==> src/hdl/tlre_pkg.sv <==
// Shared types, constants and helpers for the trie Levenshtein row engine.
// Depends on nothing; every other file of the block refers to it by scoped names.
package tlre_pkg;

    // Fixed widths of the configuration and payload fields.
    localparam int WORD_CHARS   = 32;
    localparam int CHAR_IDX_W   = 5;
    localparam int DEPTH_W      = 6;
    localparam int LEN_W        = 6;
    localparam int DIST_W       = 8;
    localparam int APB_ADDR_W   = 6;
    localparam int APB_DATA_W   = 64;
    localparam logic [DIST_W-1:0] SAT_MAX = 8'hFF;

    // Register indexes, taken from paddr[5:3].
    typedef enum logic [2:0] {
        REG_WORD_LO     = 3'd0,
        REG_WORD_MID_LO = 3'd1,
        REG_WORD_MID_HI = 3'd2,
        REG_WORD_HI     = 3'd3,
        REG_WORD_LENGTH = 3'd4,
        REG_MAX_DIST    = 3'd5,
        REG_MAX_SUFFIX  = 3'd6
    } reg_idx_t;

    // Configuration seen by the datapath.
    typedef struct packed {
        logic [WORD_CHARS-1:0][7:0] word_chars;
        logic [LEN_W-1:0]           word_length;
        logic [DIST_W-1:0]          max_distance;
        logic [DIST_W-1:0]          max_suffix_len;
    } cfg_t;

    // Commands from the controller to the datapath.
    typedef struct packed {
        logic accept;
        logic load;
        logic col_step;
        logic wr_row;
        logic out_load;
    } cmd_t;

    // Status from the datapath to the controller.
    typedef struct packed {
        logic limit;
        logic suffix;
        logic last_col;
        logic out_free;
    } status_t;

    // Saturating increment of a row entry.
    function automatic logic [DIST_W-1:0] sat_inc(input logic [DIST_W-1:0] v);
        sat_inc = (v == SAT_MAX) ? v : v + 8'd1;
    endfunction

endpackage

==> src/hdl/tlre_regs.sv <==
// Configuration register file with an APB-style slave port.
// Depends on tlre_pkg for the register indexes and the configuration struct.
module tlre_regs (
    input  logic                              aclk,
    input  logic                              aresetn,
    input  logic                              psel,
    input  logic                              penable,
    input  logic                              pwrite,
    input  logic [tlre_pkg::APB_ADDR_W-1:0]   paddr,
    input  logic [tlre_pkg::APB_DATA_W-1:0]   pwdata,
    output logic [tlre_pkg::APB_DATA_W-1:0]   prdata,
    output logic                              pready,
    output tlre_pkg::cfg_t                    cfg
);

    logic [63:0]                      word_lo_reg;
    logic [63:0]                      word_mid_lo_reg;
    logic [63:0]                      word_mid_hi_reg;
    logic [63:0]                      word_hi_reg;
    logic [tlre_pkg::LEN_W-1:0]       word_length_reg;
    logic [tlre_pkg::DIST_W-1:0]      max_distance_reg;
    logic [tlre_pkg::DIST_W-1:0]      max_suffix_reg;
    logic                             wr_en;
    logic [2:0]                       reg_idx;

    assign pready  = 1'b1;
    assign reg_idx = paddr[5:3];
    assign wr_en   = psel && penable && pwrite && pready;

    // Register writes; the access phase of a write transaction updates one register.
    always_ff @(posedge aclk) begin
        if (!aresetn) begin
            word_lo_reg      <= '0;
            word_mid_lo_reg  <= '0;
            word_mid_hi_reg  <= '0;
            word_hi_reg      <= '0;
            word_length_reg  <= 6'd1;
            max_distance_reg <= '0;
            max_suffix_reg   <= '0;
        end else if (wr_en) begin
            unique case (reg_idx)
                tlre_pkg::REG_WORD_LO:     word_lo_reg      <= pwdata;
                tlre_pkg::REG_WORD_MID_LO: word_mid_lo_reg  <= pwdata;
                tlre_pkg::REG_WORD_MID_HI: word_mid_hi_reg  <= pwdata;
                tlre_pkg::REG_WORD_HI:     word_hi_reg      <= pwdata;
                tlre_pkg::REG_WORD_LENGTH: word_length_reg  <= pwdata[5:0];
                tlre_pkg::REG_MAX_DIST:    max_distance_reg <= pwdata[7:0];
                tlre_pkg::REG_MAX_SUFFIX:  max_suffix_reg   <= pwdata[7:0];
                default: ;
            endcase
        end
    end

    // Read data follows the address.
    always_comb begin
        unique case (reg_idx)
            tlre_pkg::REG_WORD_LO:     prdata = word_lo_reg;
            tlre_pkg::REG_WORD_MID_LO: prdata = word_mid_lo_reg;
            tlre_pkg::REG_WORD_MID_HI: prdata = word_mid_hi_reg;
            tlre_pkg::REG_WORD_HI:     prdata = word_hi_reg;
            tlre_pkg::REG_WORD_LENGTH: prdata = {58'd0, word_length_reg};
            tlre_pkg::REG_MAX_DIST:    prdata = {56'd0, max_distance_reg};
            tlre_pkg::REG_MAX_SUFFIX:  prdata = {56'd0, max_suffix_reg};
            default:                   prdata = '0;
        endcase
    end

    // Character 0 sits in the low byte of the lowest word register.
    assign cfg.word_chars     = {word_hi_reg, word_mid_hi_reg, word_mid_lo_reg, word_lo_reg};
    assign cfg.word_length    = word_length_reg;
    assign cfg.max_distance   = max_distance_reg;
    assign cfg.max_suffix_len = max_suffix_reg;

endmodule

==> config.mk <==
export PLATFORM = sky130hd
export DESIGN_NAME = tlre_regs
export DESIGN_NICKNAME = d
export VERILOG_FILES = /design/src/hdl/tlre_pkg.sv /design/src/hdl/tlre_regs.sv
export SDC_FILE = /design/constraint.sdc
export NUM_CORES = 1
export LEC_CHECK = 0
export ABC_AREA = 1
export BUFFER_PORTS_ARGS = -buffer_cell sky130_fd_sc_hd__buf_4
export CAP_MARGIN = 25
export CORE_MARGIN = 4
export CORE_UTILIZATION = 56
export CTS_CLUSTER_SIZE = 20
export DETAILED_ROUTE_END_ITERATION = 7
export PLACE_DENSITY_LB_ADDON = 0.05
export SETUP_SLACK_MARGIN = 0.2
export SLEW_MARGIN = 20
export SYNTH_ARGS = -nofsm -noshare
export SYNTH_HDL_FRONTEND = slang
export SYNTH_SLANG_ARGS = --single-unit
==> constraint.sdc <==
create_clock -name aclk -period 4.1 [get_ports aclk]
set_clock_uncertainty 0.1 [all_clocks]
set_input_delay 0.41 -clock aclk [delete_from_list [all_inputs] [get_ports aclk]]
set_output_delay 0.41 -clock aclk [all_outputs]
set_load 0.02 [all_outputs]
# Word level (Yosys, flattened, before mapping)

Index checks and enable logic that the tools add are counted.
W data, S select, Z words.

Word-level logic and storage cells: 24
Register bits: 278
Output and inout port bits: 343

Reductions and logical operators: 10
Eq/ne operators: 6
Mux-type cells: 1

Operators with widths:

| kind                 | count |
|---|---|
| $pmux W64 S7         | 1 |
| $reduce_and A2 Y1    | 7 |
| $eq A3 B3 Y1 const B | 3 |
| $eq A3 B2 Y1 const B | 2 |
| $eq A3 B1 Y1 const B | 1 |
| $logic_not A3 Y1     | 1 |
| $logic_and A1 B1 Y1  | 2 |

# Longest topological paths before layout

Word-level depth: 3
Depth in mapped cells: 9

# Worst setup path before layout

Ideal clock, no wire load.

Path type: input to output
Start point: input paddr[5] (netlist bit)
End point: output prdata[13] (netlist bit)
Setup slack: 2.139 ns
Stages on the path: 8
Data arrival time: 1.451 ns
Path buffers: 3
Required time: 3.590 ns
Path through: buf_2 > nor2_1 > buf_2 > buf_2 > nand2_1 > nand2_1 > inv_1 > nand2_1

Cells in the longest elaborated chain, start to end: 2
Elaborated cells between the ends (all ways): 8
Those cells by class: eq/ne (6); mux (1); reduce/logical (1)

RTL lines:

| element                              | line            | RTL |
|---|---|---|
| start: declaration                   | tlre_regs.sv:9  | `input logic [tlre_pkg::APB_ADDR_W-1:0] paddr,` |
| $eq A3 B3 Y1 (tied with other cells) | tlre_regs.sv:56 | `unique case (reg_idx)` |
| $pmux W64 S7 (*)                     | tlre_regs.sv:56 |  |
| end: declaration                     | tlre_regs.sv:11 | `output logic [tlre_pkg::APB_DATA_W-1:0] prdata,` |

Mark *: on every way between the ends. The rest lies on a longest branch, timed or not.

# Worst setup path after layout

Start point: input paddr[3] (netlist bit)
End point: output prdata[52] (netlist bit)

Same word-level chain as after synthesis.

==> out/results.ini <==
[die]
start_util = 0.570
die_w_um = 163
rows = 56
dieArea_um2 = 26400
ios = 418
fp.coreArea_um2 = 23500
fp.dieH_um = 163

[placed_design]
port_buffers = 413
dpl.hpwl_mm = 29.4
place_congestion = 0.863

[cells_and_area]
layout-drive-gt1-share = 0.192
n_fill_cell = 1994
finalNetCount = 2634
area_delta_synth_final_pct = 30.2
n_antenna_cell = 0
utilization = 0.742

[setup_path]
critPathKind = input pin to output port
arrival_ps = 2360
cpPeakStageDelay_ps = 550
cp_common_cell = nand2_1
startpoint_type = input pin
crit_path_end_kind = output port
cp_max_fo = 47
crit_required_ps = 3590
crit_slowest_cell = nor2_4
path_cells = buf_4 -> inv_2 -> nand2_1 -> nor2_4 -> buf_12 -> nand2_1 -> nand2_1 -> clkinv_1 -> nand2_1 -> buf_4

[timing]
layout_min_cycle_time_ps = 2870
maxSlewHeadroom = 0.326
final_hold_viol_count = 0
timing.setup.tns_ps = 0
slew_violations = 0
rsz0062_at_grt = false
tightest_slew_ps = 1010
max_clock_freq_mhz = 348
finalSetupViolCount = 0
period_share = 0.700

[yosys]
netlist_instances = 2236
synth.largest_area_cell = dfxtp_1
netlist-cell-type-count = 18
synth_seq_area_share = 0.416
ys_top_cells_by_area = dfxtp_1 42%, nand2_1 22%, nor2_1 16%, nand3_1 8.1%, inv_1 4.9%
synth.area.mux_share = 0
synth_top_family_by_area = simple AND/OR/NAND/NOR gates
synth_nets = 2311
synthAdderAreaFrac = 0
synth_xor_area_frac = 0
netlist_area_um2 = 13400
yosys_warnings = 0
ys_ff_latch = 278
yosys.area_share.simple = 0.483
synth-compound-area-share = 0.000748
synth.top_cell.area_share = 0.416
syn_area_per_cell_um2 = 5.98

[global_routing]
antenna_found_initial = 0
grt_max_degree = 130
grt_usage = 0.321
globalRouteOverflowTotal = 0
grt_pass1_wl_mm = 69.9
grt_pass1_vias = 13400

[route]
via_per_inst = 5.08
dr_total_vias = 14700
ant_nets = 0
routed_wl_mm = 44.2
first_pass_iters = 6
dr.first_iter.drc_count = 1176
wl_per_cell_um = 15.3
drc = 0

[worst_hold_path]
hold_path.class = input pin to flip-flop

[flow_run]
maxCapViolations = 0

[clock_tree]
ctsResizeCount = 0
cts_tree = yes
clk_path_buf_depth = 3
cts_hold_buffers = 0
postCtsSetupRepairBufs = 0
cts_inserted_buffers = 29
cts.htree.levels = 1
numClockSinks = 278
insertion_delay_ps = 540
clk_pin_slew_ps = 60
root_buffer = clkbuf_16

[power_and_ir_drop]
p_leak_uw = 0.00883
power_density_nw_per_um2 = 332
ir_drop_v = 0.000364

[status]
status = completed

==> per-layer routing <==
metal | GRT usage | up-vias | share of wire
li1 | - | 7341 | -
met1 | 0.383 | 6618 | 0.38
met2 | 0.534 | 627 | 0.47
met3 | 0.0888 | 129 | 0.096
met4 | 0.157 | 0 | 0.056
met5 | 0 | - | 0
==> synth_stat cells <==
cell	count
nand2_1	797
nor2_1	581
dfxtp_1	278
nand3_1	216
inv_1	173
buf_2	75
clkbuf_1	46
nand4_1	22
buf_1	19
clkinv_1	11
nor2_2	6
inv_2	4
buf_4	2
nand3_2	2
a21oi_1	1
conb_1	1
nor2_4	1
o21ai_0	1
==> area by class of cell <==
type                       count  area [µm²]  area share
timing repair buffer         434        3340       0.192
clock inverter                10        75.1     0.00431
multi-input combinational   1628        6520       0.374
clock buffer                  41         811      0.0465
sequential                   278        5570       0.319
tap                          319         399      0.0229
inverter                     188         711      0.0408
==> critical path, delay by kind of cell <==
| family | cells | cell delay [ps] |
|---|---|---|
| and+or+nand+nor | 5 | 930 |
| buffers and inverters | 5 | 960 |
==> layout by cell type (no fill, tap or decap) <==
cell and count:
nand2_1 797, nor2_1 577, buf_4 427, dfxtp_1 278
nand3_1 216, inv_1 173, clkbuf_16 29, nand4_1 22
clkinv_1 11, clkinv_2 9, nor2_4 8, clkbuf_1 8
buf_12 6, clkbuf_8 5, nor2_2 3, inv_2 3
nand3_2 2, o21ai_0 1, a21oi_1 1, inv_6 1
conb_1 1, bufinv_16 1
==> logic make-up after synthesis <==
| kind of cell | Yosys count |
|---|---|
| AND/OR/NAND/NOR | 1625 |
| buffers and inverters | 330 |
| flip-flops | 278 |
| AO/OA/AOI/OAI | 2 |
| other | 1 |
==> metrics by stage <==
step	area (µm²)	std cells	hold slack, ps	power, µW	setup WS [ps]
finish	17400	2898	22.6	5790	1230
global route	17400	2898	8.10	5990	1100
CTS	17400	2898	8.07	5810	1250
detailed placement	16500	2847	390	3360	1260
global placement	16500	2847	381	3350	1290
floorplan	13400	2236	436	3150	2140
==> worst paths after layout <==
kind	end	from	slack [ps]	cells after the start
max	prdata[52]	paddr[3]	1230	10
min	word_length_reg[0]	pwdata[0]	20	3
max reg2reg	word_lo_reg[4]	word_lo_reg[4]	3340	2
min reg2reg	word_hi_reg[41]	word_hi_reg[41]	400	2
==> where the power goes <==
group          total, µW  switching [µW]  internal (µW)
registers           2770            30.3           2740
logic                539             358            181
clock network       2480            1050           1430
Note: power is estimated with default switching activity, not from simulation.
