**src/hdl/tlre_pkg.sv**
```systemverilog
// Shared types, constants and helpers for the trie Levenshtein row engine.
// Depends on nothing; every other file of the block refers to it by scoped names.
package tlre_pkg;

    // Fixed widths of the configuration and payload fields.
    localparam int WORD_CHARS   = 32;
    localparam int CHAR_IDX_W   = 5;
    localparam int DEPTH_W      = 6;
    localparam int LEN_W        = 6;
    localparam int DIST_W       = 8;
    localparam int APB_ADDR_W   = 6;
    localparam int APB_DATA_W   = 64;
    localparam logic [DIST_W-1:0] SAT_MAX = 8'hFF;

    // Register indexes, taken from paddr[5:3].
    typedef enum logic [2:0] {
        REG_WORD_LO     = 3'd0,
        REG_WORD_MID_LO = 3'd1,
        REG_WORD_MID_HI = 3'd2,
        REG_WORD_HI     = 3'd3,
        REG_WORD_LENGTH = 3'd4,
        REG_MAX_DIST    = 3'd5,
        REG_MAX_SUFFIX  = 3'd6
    } reg_idx_t;

    // Configuration seen by the datapath.
    typedef struct packed {
        logic [WORD_CHARS-1:0][7:0] word_chars;
        logic [LEN_W-1:0]           word_length;
        logic [DIST_W-1:0]          max_distance;
        logic [DIST_W-1:0]          max_suffix_len;
    } cfg_t;

    // Commands from the controller to the datapath.
    typedef struct packed {
        logic accept;
        logic load;
        logic col_step;
        logic wr_row;
        logic out_load;
    } cmd_t;

    // Status from the datapath to the controller.
    typedef struct packed {
        logic limit;
        logic suffix;
        logic last_col;
        logic out_free;
    } status_t;

    // Saturating increment of a row entry.
    function automatic logic [DIST_W-1:0] sat_inc(input logic [DIST_W-1:0] v);
        sat_inc = (v == SAT_MAX) ? v : v + 8'd1;
    endfunction

endpackage

```
**src/hdl/tlre_ctrl.sv**
```systemverilog
// Controller state machine that sequences fetch, column steps, row write-back
// and result hand-off. Depends on tlre_pkg for the command and status structs.
module tlre_ctrl (
    input  logic                aclk,
    input  logic                aresetn,
    input  logic                s_valid,
    output logic                s_ready,
    input  tlre_pkg::status_t   status,
    output tlre_pkg::cmd_t      cmd
);

    typedef enum logic [4:0] {
        S_IDLE   = 5'b00001,
        S_LOAD   = 5'b00010,
        S_COLUMN = 5'b00100,
        S_WRITE  = 5'b01000,
        S_RESULT = 5'b10000
    } state_t;

    state_t state_reg;
    state_t state_next;

    assign s_ready = (state_reg == S_IDLE);

    // Next state and per-state commands.
    always_comb begin
        state_next = state_reg;
        cmd        = '0;
        unique case (state_reg)
            S_IDLE: begin
                if (s_valid) begin
                    cmd.accept = 1'b1;
                    state_next = S_LOAD;
                end
            end
            S_LOAD: begin
                cmd.load = 1'b1;
                if (status.limit || status.suffix) begin
                    state_next = S_RESULT;
                end else begin
                    state_next = S_COLUMN;
                end
            end
            S_COLUMN: begin
                cmd.col_step = 1'b1;
                if (status.last_col) begin
                    state_next = S_WRITE;
                end
            end
            S_WRITE: begin
                cmd.wr_row = 1'b1;
                state_next = S_RESULT;
            end
            S_RESULT: begin
                if (status.out_free) begin
                    cmd.out_load = 1'b1;
                    state_next   = S_IDLE;
                end
            end
            default: begin
                state_next = S_IDLE;
            end
        endcase
    end

    always_ff @(posedge aclk) begin
        if (!aresetn) begin
            state_reg <= S_IDLE;
        end else begin
            state_reg <= state_next;
        end
    end

endmodule

```
**config.mk**
```make
export PLATFORM = sky130hd
export DESIGN_NAME = tlre_ctrl
export DESIGN_NICKNAME = d
export VERILOG_FILES = /design/src/hdl/tlre_pkg.sv /design/src/hdl/tlre_ctrl.sv
export SDC_FILE = /design/constraint.sdc
export NUM_CORES = 1
export LEC_CHECK = 0
export BUFFER_PORTS_ARGS = -buffer_cell sky130_fd_sc_hd__buf_2
export CORE_AREA = 4 4 41 43
export DETAILED_ROUTE_END_ITERATION = 10
export DIE_AREA = 0 0 45 47
export PLACE_DENSITY = 0.49
export SLEW_MARGIN = 20
export SYNTH_ARGS = -nofsm -noshare
export SYNTH_HDL_FRONTEND = slang
export SYNTH_SLANG_ARGS = --single-unit
```
**constraint.sdc**
```tcl
create_clock -name aclk -period 1.5 [get_ports aclk]
set_input_delay 0.45 -clock aclk [delete_from_list [all_inputs] [get_ports aclk]]
set_output_delay 0.45 -clock aclk [all_outputs]
set_load 0.01 [all_outputs]
```
* Word level (Yosys, flattened, before mapping)
Cells that the tools add are included.
** Word-level totals
- Logic and storage cells :: 23
- Output and inout port bits :: 6
- RAM bits :: 0
- Input bits :: 7
- Memories kept :: 0
- Register bits :: 5
- Latch bits :: 0
- ROM bits :: 0
** Operators by class
- Div/mod/pow operators :: 0
- Add/subtract/negate cells :: 0
- Mux-type cells :: 12
- $lt $le $gt $ge :: 0
- Multipliers :: 0
- Bitwise gates (word level) :: 0
- Eq/ne operators :: 8
- Shift operators :: 0
- Reduce and logical (&&, ||, !) cells :: 2
** Operators with widths (count)
- $pmux 5 s5 :: 1
- $mux 5 :: 4
- $mux 1 :: 7
- $ne 2x2->1 const B :: 3
- $eq 5x1->1 const B :: 1
- $eq 5x2->1 const B :: 1
- $eq 5x3->1 const B :: 1
- $eq 5x4->1 const B :: 1
- $eq 5x5->1 const B :: 1
- $reduce_and 3->1 :: 1
- $logic_or 1x1->1 :: 1

* Longest topological paths before layout
Gate-level depths: netlist of the first run.
- Word-level depth :: 3
- Gate-level depth with buffers :: 4
- Depth with buffers taken out :: 3

* Worst setup path after synthesis of the first run
OpenSTA, ideal clock, no wires.
- Kind :: reg-to-output
- Start :: reg state_reg[2]
- End :: out cmd[4] (netlist bit)
- Path slack :: -0.172 ns
- Path buffers :: 1
- Required time :: 1.050 ns
- Data arrival time :: 1.222 ns
- Cell stages (with the launch flop) :: 5
- Cell sequence :: dfxtp_1 > buf_4 > or3_4 > nor2_1 > and2_1
** RTL lines
- start: declaration :: RTL line tlre_ctrl.sv:20 : state_t state_reg;
- start signal: assignment :: RTL line tlre_ctrl.sv:70 : state_reg <= state_next;
- end: declaration :: RTL line tlre_ctrl.sv:9 : output tlre_pkg::cmd_t cmd

==> results of run 1 <==
report_power, final:
| group | switching [W] | internal, W | total, W |
|---|---|---|---|
| Combinational | 0.000106 | 0.000135 | 0.000241 |
| Clock | 0.0000576 | 0.000101 | 0.000158 |
| Sequential | 0.00000919 | 0.000145 | 0.000155 |
| Total | 0.000173 | 0.000381 | 0.000554 |
cell usage after synthesis, drive strengths merged (2+ instances only):
| cell type | n |
|---|---|
| o21ai | 2 |
| nor2 | 5 |
| and3 | 2 |
| dfxtp | 5 |
| or3 | 2 |
| and2b | 2 |
| nand4b | 2 |
| nor3 | 2 |
| nor3b | 4 |
metal layers:
layer,vias to the layer above,wire length (um),track usage (%)
li1,196,-,-
met3,5,47,2.68
met4,0,41,12.3
met1,184,395,10.9
met2,11,445,16.9
met5,-,0,0
worst min-delay path by stage:
| stage | endpoint | slack [ps] | cells after the start |
|---|---|---|---|
| floorplan | state_reg[2]$_SDFFE_PN0P_ | 570 | 1 |
| global placement | state_reg[3]$_SDFFE_PN0P_ | 640 | 3 |
| detailed placement | state_reg[3]$_SDFFE_PN0P_ | 620 | 3 |
| CTS | state_reg[2]$_SDFFE_PN0P_ | 470 | 2 |
| global route | state_reg[2]$_SDFFE_PN0P_ | 480 | 2 |
| finish | state_reg[2]$_SDFFE_PN0P_ | 470 | 2 |
timing repair:
action                     in CTS  in global routing
buffers inserted                4                  0
pin swaps                       7                  0
resized for setup              12                  1
setup endpoints to repair       6                  6
worst max-delay path, stage by stage (launching register included):
cell and delay (ps):
dfxtp_1 300, or3_4 410, nor2_4 100, and2_4 140, buf_6 90
logic make-up after synthesis:
kind of cell    count (synthesis)  synth area share [%]
simple gates                   24                  45.3
compound gates                  8                  23.7
flops                           5                  26.7
xor+xnor                        1                  2.33
buf+inv                         1                  2.00
area by class of cell:
cell class | count | area, um2 | share of cell area (%)
Tap cell | 15 | 18.8 | 3.16
Timing Repair Buffer | 20 | 136 | 22.9
Multi-Input combinational cell | 33 | 307 | 51.6
Sequential cell | 5 | 106 | 17.9
Clock buffer | 4 | 26.3 | 4.42
through the flow:
step                util (%)  TNS (ps)
floorplan                  -     -29.8
global placement        38.9     -32.3
detailed placement      38.9     -56.2
CTS                     45.4     -1100
global route            45.7     -1360
finish                  45.7     -1030
layout by cell type (no fill, tap or decap):
cell      synthesis  final
and2_4            0      1
nor2_4            0      3
clkbuf_1          0      1
a311oi_2          1      1
dfxtp_1           5      2
xor2_1            1      1
nor3b_1           4      3
nor2_1            5      2
nand2_1           1      1
dfxtp_4           0      1
and4_1            1      1
nor3_2            0      1
o31ai_4           1      1
o21bai_4          1      1
buf_2             0     10
o211ai_1          1      1
buf_6             0      3
nor4b_2           1      1
or3_4             2      2
o21ai_0           2      2
clkbuf_4          0      3
o21a_1            1      1
nor3b_2           0      1
dfxtp_2           0      2
and3_1            2      2
nand4b_1          2      2
or2b_4            0      1
and2b_2           2      2
a31o_2            1      1
nor3_1            2      1
buf_4             1      7
==> impl_results.md, run 1 <==
* Via count at 396
* Worst Reg-to-Reg Cells at 4
* Top post-synthesis cells by area: dfxtp_1, nor3b_1, or3_4
* Leakage at 0.252 nW
* Synthesized area at 375 um2
* Fmax at 0.573 GHz
* Power Density at 933 nW/um2
* Max Cap Viol at 0
* Routed length per instance at 12.1 um
* RePlAce Congestion at 0.690
* Maximum VDD drop at 527 uV
* Die width at 45 um
* CP max FO at 3
* Hold Crit Class: in -> reg
* ANT cells at 0
* Remaining antenna violation count at 0
* Final Hold Violating Endpoints at 0
* Synth Net Count at 46
* Crit. End Element: primary output
* DP Area at 507 um2
* Tot Pwr at 0.000554 W
* Critical Path RT at 1050 ps
* Ports at 13
* Top_reg_cell synth: dfxtp_1
* Die area at 2120 um2
* Clock transition at the registers of the reported paths at 40 ps
* Die Ht at 47 um
* Clock Skew at 6.05 ps
* # fillers at 135
* Post-Syn Area per Cell at 9.62 um2
* Clock tree from TritonCTS: done
* Vias per cell at 5.14
* Final wirelength at 929 um
* Final HPWL DP at 717 um
* GRT Total Usage at 10.7%
* Worst setup endpoint: cmd[4]
* Final instance area at 594 um2
* Core footprint at 1300 um2
* Synth cell types at 22
* Share of layout cells above drive strength 1 at 67.7%
* IO Port Bufs at 12
* Clock Sink Count at 5
* Period utilization at 116%
* Top-area cell type share of the netlist area at 26.7%
* Final #Nets at 70
* Post-route minimum period at 1750 ps
* Max-slew violation count at 0
* Status: finished with violations
* Hold WS at 470 ps
* Area Overhead vs Synth at 58.3%
* Dominant cell type by area after synthesis: dfxtp_1
* Vias in the first global route at 393
* Worst Hold Launch: aresetn
* Place WS at -26.3 ps
* Dpl cells at 71
* Max reg flops at 5
* First-pass GRT wire length at 1540 um
* Failing checks: negative setup slack
* DRT iter0 DRCs at 1
* Cells after synthesis at 39
* Async SR Flop Fraction at 0%
* WP data arrival at 1300 ps
* Reg2reg start: state_reg[4]$_SDFFE_PN0P_
* Total CTS buffers at 3
* Reg2Reg Setup Slack at 130 ps
* Total iterations of the first detailed-routing run at 2
* Non-Filler Instances at 77
* Worst setup path startpoint: state_reg[4]$_SDFFE_PN0P_
* Ys Warns at 0
* Final setup vio count at 6
* EDFF count, synth at 0
* Max-slew headroom at the worst pin at 76.0%
* Pin count of the biggest net entering global routing at 10
* CTS Hold Bufs at 0
* FP Rows at 13
* Worst-Skew Late Latency at 250 ps
* CTS root buf: clkbuf_4
* R2r endpoint: state_reg[0]$_SDFFE_PN1P_
* Nature of the critical path startpoint: flop
* Slew @ Worst Pin at 359 ps
* Critical path class: reg -> out
* Antenna violations before repair at 0
* Bufs on Longest Clock Path at 2
* Starting Density at 28.8%
* Final worst setup slack at -247 ps
* # DRC at 0
* Sequential cell area fraction in the yosys report at 26.7%
* RSZ-0062 raised after global routing: true
* Grt total ovfl at 0
* Register bit total from synthesis at 5
* Htree depth at 1
(Power assumes the default switching activity.)
==> run 2, diff against run 1 <==
CELL_PAD_IN_SITES_DETAIL_PLACEMENT = 1   (was default)
CELL_PAD_IN_SITES_GLOBAL_PLACEMENT = 2   (was default)
CORE_AREA = default   (was 4 4 41 43)
CORE_MARGIN = 4   (was default)
CORE_UTILIZATION = 23   (was default)
DIE_AREA = default   (was 0 0 45 47)
GPL_ROUTABILITY_DRIVEN = 0   (was default)
PLACE_DENSITY = 0.64   (was 0.49)
==> impl_results.md, run 2 (same netlist as run 1, synthesis figures left out) <==
* # DRC at 0
* Slew @ Worst Pin at 361 ps
* Bufs on Longest Clock Path at 2
* GRT Total Usage at 11.8%
* Pin count of the biggest net entering global routing at 10
* Worst path max stage delay at 420 ps
* Vias per cell at 5.08
* Final Core Density at 41.6%
* Vias in the first global route at 458
* R2r endpoint: state_reg[0]$_SDFFE_PN1P_
* Final worst setup slack at -301 ps
* Total iterations of the first detailed-routing run at 2
* Core footprint at 1520 um2
* Most frequent cells in the layout: buf_2, buf_6, buf_4
* Via count at 401
* Final instance area at 634 um2
* Clock Skew at 0.505 ps
* Multi-input gate area at 322 um2
* Fmax at 0.555 GHz
* Internal power component at 0.000398 W
* Clock Sink Count at 5
* Remaining antenna violation count at 0
* FP Rows at 14
* Area Overhead vs Synth at 69.0%
* Ports at 13
* Max reg flops at 5
* Maximum VDD drop at 405 uV
* IO Port Bufs at 12
* CP max-delay cell: or3_4
* Grt total ovfl at 0
* Part of the power in registers at 26.8%
* Die Ht at 48.4 um
* WP data arrival at 1350 ps
* Max-slew headroom at the worst pin at 75.9%
* Critical path class: reg -> out
* Hold Path Depth at 2
* Reg2Reg Setup Slack at 100 ps
* CP max FO at 3
* Die area at 2340 um2
* Most common cell after layout, fill and taps aside: buf_2
* ANT cells at 0
* Total CTS buffers at 3
* Post-route minimum period at 1800 ps
* CTS root buf: clkbuf_4
* RSZ-0062 raised after global routing: true
* Final Hold Violating Endpoints at 0
* Hold Crit Class: in -> reg
* Antenna violations before repair at 0
* Worst Reg-to-Reg Cells at 4
* Nature of the critical path startpoint: flop
* DRT iter0 DRCs at 5
* # fillers at 187
* DP Area at 523 um2
* Die width at 48.4 um
* M3 GR Usage at 4.60%
* Comb power frac at 46.1%
* Critical path, cell by cell: or3_4 > nor2_4 > and2_4 > buf_6
* Share of layout cells above drive strength 1 at 68.3%
* Reg2reg start: state_reg[4]$_SDFFE_PN0P_
* Register area at 109 um2
* Status: finished with violations
* Net Sw Frac at 32.4%
* Starting Density at 24.6%
* Period utilization at 120%
* Max Cap Viol at 0
* Routed length per instance at 14.8 um
* Worst-Skew Late Latency at 250 ps
* Worst Hold Launch: aresetn
* Met1 usage at 10.7%
* Final #Nets at 71
* GR Util met2 at 20.9%
* Hold EP: state_reg[2]$_SDFFE_PN0P_
* Critical Path RT at 1050 ps
* Most Used Layer, Global Route: met2
* Final HPWL DP at 934 um
* Htree depth at 1
* Clock tree from TritonCTS: done
* Non-Filler Instances at 79
* Crit. End Element: primary output
* Final setup vio count at 6
* Final wirelength at 1170 um
* Clock transition at the registers of the reported paths at 40 ps
* Clk pwr share at 27.1%
* Leakage at 0.263 nW
* Failing checks: negative setup slack
* First-pass GRT wire length at 2060 um
* Dpl cells at 74
* Max-slew violation count at 0
* Power Density at 928 nW/um2
* Sw Pwr at 0.000191 W
-- run 2: cell type report --
cell class	instances	area share [%]
multi-input cells	33	50.7
repair buffers	21	24.9
flip-flops and latches	5	17.2
clock buffers	4	4.14
well taps	16	3.16
-- run 2: repair_timing --
action	CTS	global route
hold buffers	0	0
cloned	0	0
setup endpoints to repair	6	6
setup buffers	1	1
gates resized for setup	16	5
pin swaps	5	2
-- run 2: layer usage --
layer | vias up | share of wire [%]
met5 | - | 0
met4 | 0 | 2.7
met3 | 4 | 4.1
met1 | 190 | 37
li1 | 198 | -
met2 | 9 | 56
-- run 2: metrics by stage --
step	hold slack, ps	power, W	worst slack [ps]	setup TNS, ps
2_1_floorplan	567	0.000289	-29.8	-29.8
3_3_place_gp	642	0.000367	-8.24	-17.5
3_5_place_dp	636	0.000379	-67.3	-141
4_1_cts	475	0.000589	-305	-1310
5_1_grt	466	0.000633	-346	-1600
6_report	473	0.000588	-301	-1280
-- run 2: worst max-delay path by stage --
| stage | cells after the start | endpoint | startpoint |
|---|---|---|---|
| 2_1_floorplan | 4 | cmd[4] | state_reg[2]$_SDFFE_PN0P_ |
| 3_3_place_gp | 3 | cmd[0] | state_reg[3]$_SDFFE_PN0P_ |
| 3_5_place_dp | 4 | cmd[4] | state_reg[0]$_SDFFE_PN1P_ |
| 4_1_cts | 4 | cmd[4] | state_reg[4]$_SDFFE_PN0P_ |
| 5_1_grt | 4 | cmd[4] | state_reg[4]$_SDFFE_PN0P_ |
| 6_report | 4 | cmd[4] | state_reg[4]$_SDFFE_PN0P_ |
-- run 2: critical path: cells and delay by family (launching register included) --
kind / cells / cell delay (ps)
buffers and inverters: 1 / 100
DFF: 1 / 300
and+or+nand+nor: 3 / 700
-- run 2: power groups by stage --
| stage | combinational, W | sequential [W] | clock (W) |
|---|---|---|---|
| after floorplan | 0.000125 | 0.000164 | 0 |
| after global placement | 0.000210 | 0.000157 | 0 |
| after detailed placement | 0.000221 | 0.000158 | 0 |
| after CTS | 0.000269 | 0.000157 | 0.000164 |
| after global routing | 0.000292 | 0.000160 | 0.000182 |
| final | 0.000271 | 0.000158 | 0.000159 |
==> run 3, diff against run 2 <==
ABC_AREA = 1   (was default)
CORE_UTILIZATION = 19   (was 23)
PLACE_DENSITY = default   (was 0.64)
PLACE_DENSITY_LB_ADDON = 0.1   (was default)
clock period = 1.53 ns   (was 1.5 ns; I/O delays follow)
==> impl_results.md, run 3 <==
* IO Port Bufs at 12
* CP max-delay cell: dfxtp_2
* Period utilization at 103%
* Final Core Density at 34.6%
* Most frequent cells in the layout: buf_2, buf_4, inv_1, nand2_1
* Vias per cell at 4.39
* Ports at 13
* Synth cell types at 14
* Top post-synthesis cells by area: dfxtp_1, inv_1, nand2_1
* Synthesized area at 313 um2
* CTS Hold Bufs at 0
* CTS root buf: clkbuf_4
* Clock transition at the registers of the reported paths at 40 ps
* Die Ht at 48.6 um
* Final Hold Violating Endpoints at 0
* Final setup vio count at 3
* Critical Path RT at 1070 ps
* Bufs on Longest Clock Path at 2
* # DRC at 0
* Clock Sink Count at 5
* Cells after synthesis at 46
* Clock tree from TritonCTS: done
* Final HPWL DP at 704 um
* First-pass GRT wire length at 1690 um
* GRT Total Usage at 8.98%
* Hold Crit Class: in -> reg
* Top_reg_cell synth: dfxtp_1
* Max-slew headroom at the worst pin at 88.3%
* Post-Syn Area per Cell at 6.80 um2
* Crit. End Element: primary output
* Antenna violations before repair at 0
* Top-area cell type share of the netlist area at 32.0%
* Async SR Flop Fraction at 0%
* Remaining antenna violation count at 0
* Final worst setup slack at -46.3 ps
* Worst-Skew Late Latency at 240 ps
* Die area at 2360 um2
* Slew @ Worst Pin at 176 ps
* EDFF count, synth at 0
* Hold WS at 450 ps
* Area Overhead vs Synth at 68.4%
* Worst path max stage delay at 340 ps
* Htree depth at 1
* Starting Density at 20.5%
* Non-Filler Instances at 87
* Post-route setup TNS at -59.9 ps
* Via count at 382
* ANT cells at 0
* Fmax at 0.634 GHz
* Max reg flops at 5
* Failing checks: negative setup slack
* Leakage at 0.291 nW
* Core footprint at 1520 um2
* DRT iter0 DRCs at 2
* Total iterations of the first detailed-routing run at 3
* CP max FO at 4
* Total CTS buffers at 3
* WP data arrival at 1120 ps
* Status: finished with violations
* Register bit total from synthesis at 5
* Max Cap Viol at 0
* Sequential cell area fraction in the yosys report at 32.0%
* # fillers at 210
* Dominant cell type by area after synthesis: dfxtp_1
* Nature of the critical path startpoint: flop
* FP Rows at 14
* Final instance area at 527 um2
* Most common cell after layout, fill and taps aside: buf_2
* Share of layout cells above drive strength 1 at 60.6%
* Dpl cells at 75
* Critical path, cell by cell: nor2_4 > nand3_2 > nor2_1 > buf_2
* DP Area at 400 um2
* Post-route minimum period at 1580 ps
* Power Density at 768 nW/um2
* Pin count of the biggest net entering global routing at 7
* Top-count cell post-synth: inv_1
* RSZ-0062 raised after global routing: true
* Clock Skew at 0.439 ps
* Die width at 48.6 um
* Most frequent cells after synthesis: inv_1, nand2_1, nor2_1
* Final wirelength at 946 um
* Critical path class: reg -> out
* Final #Nets at 79
* Routed length per instance at 10.9 um
* Synth Net Count at 53
* Vias in the first global route at 410
* Ys Warns at 0
* Max-slew violation count at 0
* Maximum VDD drop at 213 uV
* Reg2Reg Setup Slack at 290 ps
* Grt total ovfl at 0
[run 3: cell count changes in the layout (fill, tap and decap cells not counted), moves of 3 or more]
cell,delta
nor2_1,+3
nand2_1,+5
inv_2,+5
buf_4,+3
nand4_1,+3
nand3_2,+3
buf_6,-5
nor3b_1,-3
inv_1,+7
[run 3: cell type report]
cell class              instances  area [um2]  area share (%)
well taps                      16        20.0            3.80
multi-input cells              29         194            36.8
repair buffers                 21         134            25.4
flip-flops and latches          5         108            20.4
inverters                      12        45.0            8.55
clock buffers                   4        26.3            4.99
[run 3: critical path, delay by kind of cell, from the launching register on]
| kind | cells | cell delay [ps] |
|---|---|---|
| buffers and inverters | 1 | 130 |
| DFF | 1 | 340 |
| and+or+nand+nor | 3 | 410 |
[run 3: worst paths after layout]
kind,start,to,cells past startpoint
max,state_reg[3]$_SDFFE_PN0P_,cmd[4],4
min,aresetn,state_reg[0]$_SDFFE_PN1P_,2
max reg2reg,state_reg[3]$_SDFFE_PN0P_,state_reg[0]$_SDFFE_PN1P_,8
min reg2reg,state_reg[0]$_SDFFE_PN1P_,state_reg[2]$_SDFFE_PN0P_,3
[run 3: layer usage]
metal	track usage [%]	wire length, um	vias to the layer above
met3	0.613	33	0
met4	8.07	0	0
met5	0	0	-
met2	13.5	498	7
li1	-	-	193
met1	11.3	413	182
[run 3: timing repair]
action | 4_1_cts | 5_1_grt
gates resized for setup | 9 | 5
pin swaps | 3 | 6
setup endpoints to repair | 6 | 6
hold endpoints to repair | 0 | 0
setup buffers | 4 | 4
[run 3: where the power goes]
part,internal (W),leakage [nW],switching [W]
clock network,0.0000983,0.0150,0.0000500
logic,0.0000532,0.234,0.0000566
registers,0.000138,0.0422,0.00000848
total,0.000290,0.291,0.000115
[run 3: cells by family (layout without fill, tap and decap cells)]
group / Yosys count / count (layout) / synth area share, %
and+or+nand+nor: 26 / 26 / 48.8
buffers and inverters: 12 / 37 / 14.4
DFF: 5 / 5 / 32.0
AOI/OAI and AO/OA: 3 / 3 / 4.80
[run 3: per-stage QoR]
stage               total power (W)  setup WS (ps)
floorplan                  0.000193            285
global placement           0.000220            182
detailed placement         0.000219            174
CTS                        0.000399          -25.8
global route               0.000433           -143
finish                     0.000405          -46.3
